## config.mk

```make
export PLATFORM = sky130hd
export DESIGN_NAME = sdhp_div
export DESIGN_NICKNAME = d
export VERILOG_FILES = /design/src/hw/rtl/spectrum_db_heatmap_pixel_unit_defines.svh /design/src/hw/rtl/sdhp_pkg.sv /design/src/hw/rtl/sdhp_div.sv
export SDC_FILE = /design/constraint.sdc
export NUM_CORES = 1
export LEC_CHECK = 0
export ABC_AREA = 1
export BUFFER_PORTS_ARGS = -buffer_cell sky130_fd_sc_hd__buf_2
export CAP_MARGIN = 20
export CORE_MARGIN = 2
export CORE_UTILIZATION = 57
export CTS_CLUSTER_SIZE = 8
export DETAILED_ROUTE_END_ITERATION = 6
export PLACE_DENSITY = 0.74
export SYNTH_ARGS = -nofsm -noshare
export SYNTH_HDL_FRONTEND = slang
export SYNTH_SLANG_ARGS = --single-unit
```

## constraint.sdc

```tcl
create_clock -name clk -period 2.5 [get_ports clk]
set_clock_uncertainty 0.05 [all_clocks]
set_input_delay 0.625 -clock clk [delete_from_list [all_inputs] [get_ports clk]]
set_output_delay 0.625 -clock clk [all_outputs]
set_load 0.01 [all_outputs]
```

## src/hw/rtl/spectrum_db_heatmap_pixel_unit_defines.svh

```systemverilog
// Assertion macros for the waterfall heat-map pixel unit.
// Used by the top level; expects clk and rst_n in scope.
`ifndef SPECTRUM_DB_HEATMAP_PIXEL_UNIT_DEFINES_SVH
`define SPECTRUM_DB_HEATMAP_PIXEL_UNIT_DEFINES_SVH

// Check a property while out of reset.
`define SDHP_ASSERT(lbl, prop, msg) \
    lbl: assert property (@(posedge clk) disable iff (!rst_n) prop) else $error(msg);

// Check a property at every edge, reset included.
`define SDHP_ASSERT_ALWAYS(lbl, prop, msg) \
    lbl: assert property (@(posedge clk) prop) else $error(msg);

`endif

```

## src/hw/rtl/sdhp_pkg.sv

```systemverilog
`timescale 1ns / 1ps
// Shared types and constants for the waterfall heat-map pixel unit.
// No dependencies; imported by sdhp_div, the top level and the bench.
package sdhp_pkg;

    localparam int LOG_FRAC  = 16;
    localparam int PWR_FRAC  = 16;
    localparam int MANT_W    = 31;
    localparam int MANT_FRAC = 30;
    localparam int LOG_INT_W = 7;
    localparam int LOG_W     = LOG_INT_W + LOG_FRAC;
    localparam int K_W       = 20;
    localparam int PROD_W    = 44;
    localparam int CFG_W     = 16;
    localparam int D_W       = CFG_W + 1;
    localparam int LVL_W     = 24;
    localparam int CMP_W     = 32;
    localparam int NUM_W     = 36;
    localparam int DEN_W     = 20;
    localparam int CHAN_W    = 8;
    localparam int CFG_IDX_W = 2;

    localparam logic signed [K_W-1:0] DB_PER_LOG2_Q16 = K_W'(394566);

    typedef logic [CFG_IDX_W-1:0] cfg_idx_t;

    localparam cfg_idx_t CFG_FLOOR_DB = 2'd0;
    localparam cfg_idx_t CFG_MIN_DB   = 2'd1;
    localparam cfg_idx_t CFG_MAX_DB   = 2'd2;

    localparam logic signed [CFG_W-1:0] MAX_DB_RESET = 16'sd12800;

    typedef struct packed {
        logic [NUM_W-2:0] num;
        logic [DEN_W-1:0] den;
    } div_req_t;

endpackage

```

## src/hw/rtl/sdhp_div.sv

```systemverilog
`timescale 1ns / 1ps
// Pipelined restoring divider lane: floor(num/den) saturated to Q_W bits.
// One quotient bit per stage after an input register; uses sdhp_pkg::div_req_t.
module sdhp_div #(
    parameter int NUM_W = 35,
    parameter int DEN_W = 20,
    parameter int Q_W   = 8
) (
    input  logic                     clk,
    input  logic                     en,
    input  sdhp_pkg::div_req_t       req,
    output logic [Q_W-1:0]           quot
);
    import sdhp_pkg::*;

    localparam int R_W = DEN_W + Q_W;

    logic [R_W-1:0]   rem_reg [0:Q_W];
    logic [DEN_W-1:0] den_reg [0:Q_W];
    logic [Q_W-1:0]   q_reg   [0:Q_W];
    logic             sat_reg [0:Q_W];

    logic [NUM_W-1:0] den_top;

    assign den_top = NUM_W'({req.den, {Q_W{1'b0}}});

    always_ff @(posedge clk)
    begin
        if (en)
        begin
            sat_reg[0] <= NUM_W'(req.num) >= den_top;
            rem_reg[0] <= req.num[R_W-1:0];
            den_reg[0] <= req.den;
            q_reg[0]   <= '0;
        end
    end

    for (genvar k = 0; k < Q_W; k++)
    begin : g_step
        logic [R_W-1:0] den_sh;
        logic           take;

        assign den_sh = R_W'(den_reg[k]) << (Q_W - 1 - k);
        assign take   = rem_reg[k] >= den_sh;

        always_ff @(posedge clk)
        begin
            if (en)
            begin
                rem_reg[k+1] <= (take && !sat_reg[k]) ? rem_reg[k] - den_sh : rem_reg[k];
                den_reg[k+1] <= den_reg[k];
                sat_reg[k+1] <= sat_reg[k];
                q_reg[k+1]   <= {q_reg[k][Q_W-2:0], take || sat_reg[k]};
            end
        end
    end

    assign quot = q_reg[Q_W];

endmodule

```

== Yosys cells after proc, flatten, opt, wreduce, memory -nomap -nowiden ==
Memories as Yosys holds them, arrays and structs flattened.
Cells that the tools add are included.
Widths: inputs -> output; s select.
Operators by class
  $add $sub $neg: 8
  mux-type cells: 10
  order comparisons: 9
  reduce and logical (&&, ||, !) cells: 24
Operator list (count)
  $mux 28: 8
  $ge 35x28->1: 1
  $ge 28x20->1: 1
  $ge 28x21->1: 1
  $ge 28x22->1: 1
  $ge 28x23->1: 1
  $ge 28x24->1: 1
  $ge 28x25->1: 1
  $ge 28x26->1: 1
  $ge 28x27->1: 1
  $sub 28x20->28: 1
  $sub 28x21->28: 1
  $sub 28x22->28: 1
  $sub 28x23->28: 1
  $sub 28x24->28: 1
  $sub 28x25->28: 1
  $sub 28x26->28: 1
  $sub 28x27->28: 1
  $logic_and 1x1->1: 8
  $logic_not 1->1: 8
  $logic_or 1x1->1: 8
  $mux 1: 2
Word-level totals
  input port bits: 57
  flip-flop bits (word level): 0
  RAM bits: 513
  output and inout bits: 8
  memories kept: 4
  word-level logic and storage cells: 55
Memory list
  rem_reg: depth 9, width 28, read ports 8, clocked after memory_dff 0, wr ports 9, line sdhp_div.sv:18  | logic [R_W-1:0] rem_reg [0:Q_W];
  den_reg: depth 9, width 20, read ports 8, clocked after memory_dff 0, wr ports 9, line sdhp_div.sv:19  | logic [DEN_W-1:0] den_reg [0:Q_W];
  q_reg: depth 9, width 8, read ports 9, clocked after memory_dff 0, wr ports 9, line sdhp_div.sv:20  | logic [Q_W-1:0] q_reg [0:Q_W];
  sat_reg: depth 9, width 1, read ports 8, clocked after memory_dff 0, wr ports 9, line sdhp_div.sv:21  | logic sat_reg [0:Q_W];

== Logic depth before layout (Yosys ltp) ==
An unclocked memory read counts as a cell.
  depth after elaboration: 4
  mapped depth: 16

== Worst setup path before layout ==
No wires, ideal clock.
  path kind: reg-to-reg
  from: memory den_reg[3][0] (netlist: den_reg[0][60])
  to: memory rem_reg[0][122] (netlist bit), data pin
  buffers on the path: 1
  library setup time: 0.257 ns
  path slack: 0.240 ns
  data required time: 2.193 ns
  cell stages (with the launch flop): 16
  arrival time: 1.953 ns
  period minus slack after synthesis: 2.260 ns
  cells stage by stage: edfxtp_1 ha_1 fa_1 inv_1 nand2_1 nand2_1 nand3_1 nand2_2 nand2_1 nand2_2 nand2_4 nand2_8 nand2_8 buf_6 nand2_2 o21ai_2
RTL lines (line)
  from (decl): sdhp_div.sv:19
  to (decl): sdhp_div.sv:18

==> metrics.md <==
| Metric | Value |
|---|---|
| Run status | complete, no violations |
| Mux share of post-synthesis cell area | 0 |
| Worst-path clk slew | 50 ps |
| Vias in the first global route | 23,630 |
| Worst path slowest cell | edfxtp_1 |
| Worst-path cell chain | ha_4, nand2_1, inv_1, nand3_1, nor2_2, nand2_1, nor2_2, nor2_2, nand2_2, nand2_8, clkbuf_16, nand2_1, o21ai_2 |
| YS warnings | 0 |
| Max FFs per register | 224 |
| CP Buf/Inv Count | 2 |
| Post-synth ARST share | 0 |
| DRT iter0 DRCs | 1,273 |
| Fin crit share | 0.9725 |
| Final Hold Vio Count | 0 |
| Synth area leaders | edfxtp_1, nand2_1, inv_1 |
| Placed insts | approximately 4,400 |
| # H-tree levels | 2 |
| Setup TNS | 0 ps |
| All-layer global routing usage | 0.2867 |
| Max-slew violation count | 0 |
| CTS Root Cell | clkbuf_16 |
| Max incr delay on CP | 440 ps |
| # diodes | 0 |
| ANT nets after route | 0 |
| Reg area | 0.01285 sq mm |
| PortBufs | 64 |
| Yosys reg bits | 428 |
| Synthesized net count | 3,797 |
| Most frequent cell after synthesis | nand2_1 |
| Top_reg_cell synth | edfxtp_1 |
| P&R area growth vs syn | 16.23% |
| Largest family of logic cells by synthesized area | simple AND/OR/NAND/NOR gates |
| Required @ worst endpoint | 2820 ps |
| Critical Path Sink Type | flip-flop |
| Clk_lat worst skew | between 600 and 700 ps |
| Min Tclk post-route | 2431 ps |
| Max-capacitance violation count | 0 |
| Top post-synthesis cells by count | nand2_1, inv_1, edfxtp_1 |
| Vert. Die Dim | 226.3 microns |
| Chip width | 226.3 microns |
| Design area | 0.03274 sq mm |
| Max Fclk | between 400 and 500 MHz |
| Area leader, netlist | edfxtp_1 |
| Cells after Synth | around 3,600 |
| Finish-stage setup viols | 0 |
| Final Total Pwr | 23.94 mW |
| Placed Instance Area | 0.03038 sq mm |
| Xor/xnor share of the synthesized area | 0.02301 |
| Syn Std Cell Area | 0.02816 sq mm |
| Area share of and/or/nand/nor cells after synthesis | 0.2904 |
| Non-Filler Instances | 4,498 |
| Starting Density | 0.5766 |
| Worst Reg2Reg Path Length in Cells | 13 |
| Largest delay contributor family on the critical path | simple AND/OR/NAND/NOR gates |
| CP Depth | 13 |
| DRC errors left | 0 |
| Slew margin rel. | 0.4111 |
| Num Clock Sinks | around 430 |
| Filler cells | 4,120 |
| Register area share after synthesis | 0.4563 |
| Initial antenna violation count | 0 |
| Router iterations before antenna repair | 5 |
| PD cells | 731.3 mW/mm^2 |
| Crit-path max FO | 8 |
| Die ar. | 0.05120 sq mm |
| CTS Buf Count | 60 |
| Multi-input combinational cell area | about 0.013 sq mm |
| Via Count | roughly 23,000 |
| Synth cell types | 44 |
| Worst Tran Pin Value | 882.4 ps |
| Synth Area in Adders | 0.08494 |
| WS Path Type | flip-flop to flip-flop |
| Crit start category | flip-flop |
| Layout cells sized above 1 | 0.1393 |
| Drt via density | around 5.2 |
| Remaining global-route overflow | 0 |
| Synth top area share | 0.4563 |
| Compound-cell area share of the yosys netlist | 0.04358 |
| Leakage power total | 16.18 nW |
| Core area | 0.04885 sq mm |
| Global-route wire length before repair | between 100,000 and 150,000 microns |
| WL final | between 70,000 and 80,000 microns |
| RSZ-0062 raised after global routing | true |
| Peak VDD IR | 0.6152 mV |
| Hold path cells | 1 |
| I/O Pins | 65 |
| Mean routed wirelength per cell | about 16 microns |
| GPL Wtd Cong | 0.9422 |
| Mean Syn Cell Area | 7.927 sq um |
| TritonCTS clock tree | yes |
| EDFF count, synth | 428 |
| Worst EP arrival | 2750 ps |
| Fin nets | 4,072 |
| Max Root-Sink Buffers | 3 |
| Dpl hpwl | 57,150 microns |
| Site Rows | 81 |
| Largest net degree at the start of global routing | a little over 90 |
| Hold WC Path Type | input pin to flip-flop |
[worst register-to-register path: cells and delay by family, from the launching register on]
kind / cells / cell delay (ps)
DFF: 1 / 440
AOI/OAI and AO/OA: 1 / 60
buffers and inverters: 2 / 310
adders and majority gates: 1 / 300
and+or+nand+nor: 9 / 1030
[logic make-up after synthesis]
logic type / Yosys count
xor+xnor: 74
compound gates: 205
simple gates: 1942
buf+inv: 717
fa+ha+maj: 187
flops: 428
[repair_timing]
action                     CTS  global route
pin swaps                    1            17
setup endpoints to repair   23           147
hold buffers                 0             0
buffers inserted             1            19
gates cloned                 2             5
gates resized for setup      6           105
[where the power goes]
| group | internal (mW) | leakage [nW] | switching, mW | total, mW |
|---|---|---|---|---|
| clock network | 4.30 | 0.785 | 2.90 | 7.20 |
| registers | 8.86 | 4.17 | 0.452 | 9.31 |
| logic | 2.81 | 11.2 | 4.62 | 7.43 |
| total | 16.0 | 16.2 | 7.97 | 23.9 |
[metrics by stage]
stage          setup slack (ps)  hold WS (ps)    util
2_1_floorplan             240.1         350.3       -
3_3_place_gp              29.56         350.8  0.6219
3_5_place_dp             -54.48         354.5  0.6219
4_1_cts                   16.30         101.7  0.6558
5_1_grt                  -63.05         116.6  0.6702
6_report                  68.80         136.4  0.6702
[routing by layer]
metal / track usage / routed length, microns / part of all wire
met1: 0.2600 / 24410 / 0.34
met5: 0 / 0 / 0
met2: 0.5598 / 38820 / 0.54
met4: 0.2447 / 7031 / 0.097
met3: 0.03317 / 2235 / 0.031
[area by class of cell]
class	count	area share
clock inverters	6	0.002599
repair buffers	248	0.05897
inverters	677	0.07785
multi-input cells	2413	0.3965
clock buffers	62	0.04609
flip-flops and latches	428	0.3926
well taps	664	0.02538
[placed cells by master (no fill, tap or decap), types with 14 or more instances in the layout]
cell type	instances
a21oi_1	106
buf_12	14
buf_2	63
buf_4	162
clkbuf_16	61
edfxtp_1	428
ha_1	157
inv_1	665
nand2_1	1267
nand2_2	52
nand3_1	218
nand3b_1	18
nand4_1	49
nor2_1	213
nor2_2	27
nor3_1	34
o21ai_0	19
o21ai_1	15
o21ai_2	32
xnor2_1	38
xor2_1	36
[path summary, 6_finish.rpt]
kind	from	endpoint	slack [ps]
max	rem_reg[0][43]	rem_reg[0][69]	70
max reg2reg	rem_reg[0][43]	rem_reg[0][69]	70
min	req[25]	rem_reg[0][5]	140
min reg2reg	q_reg[0][33]	q_reg[0][42]	350
(Power assumes the default switching activity.)
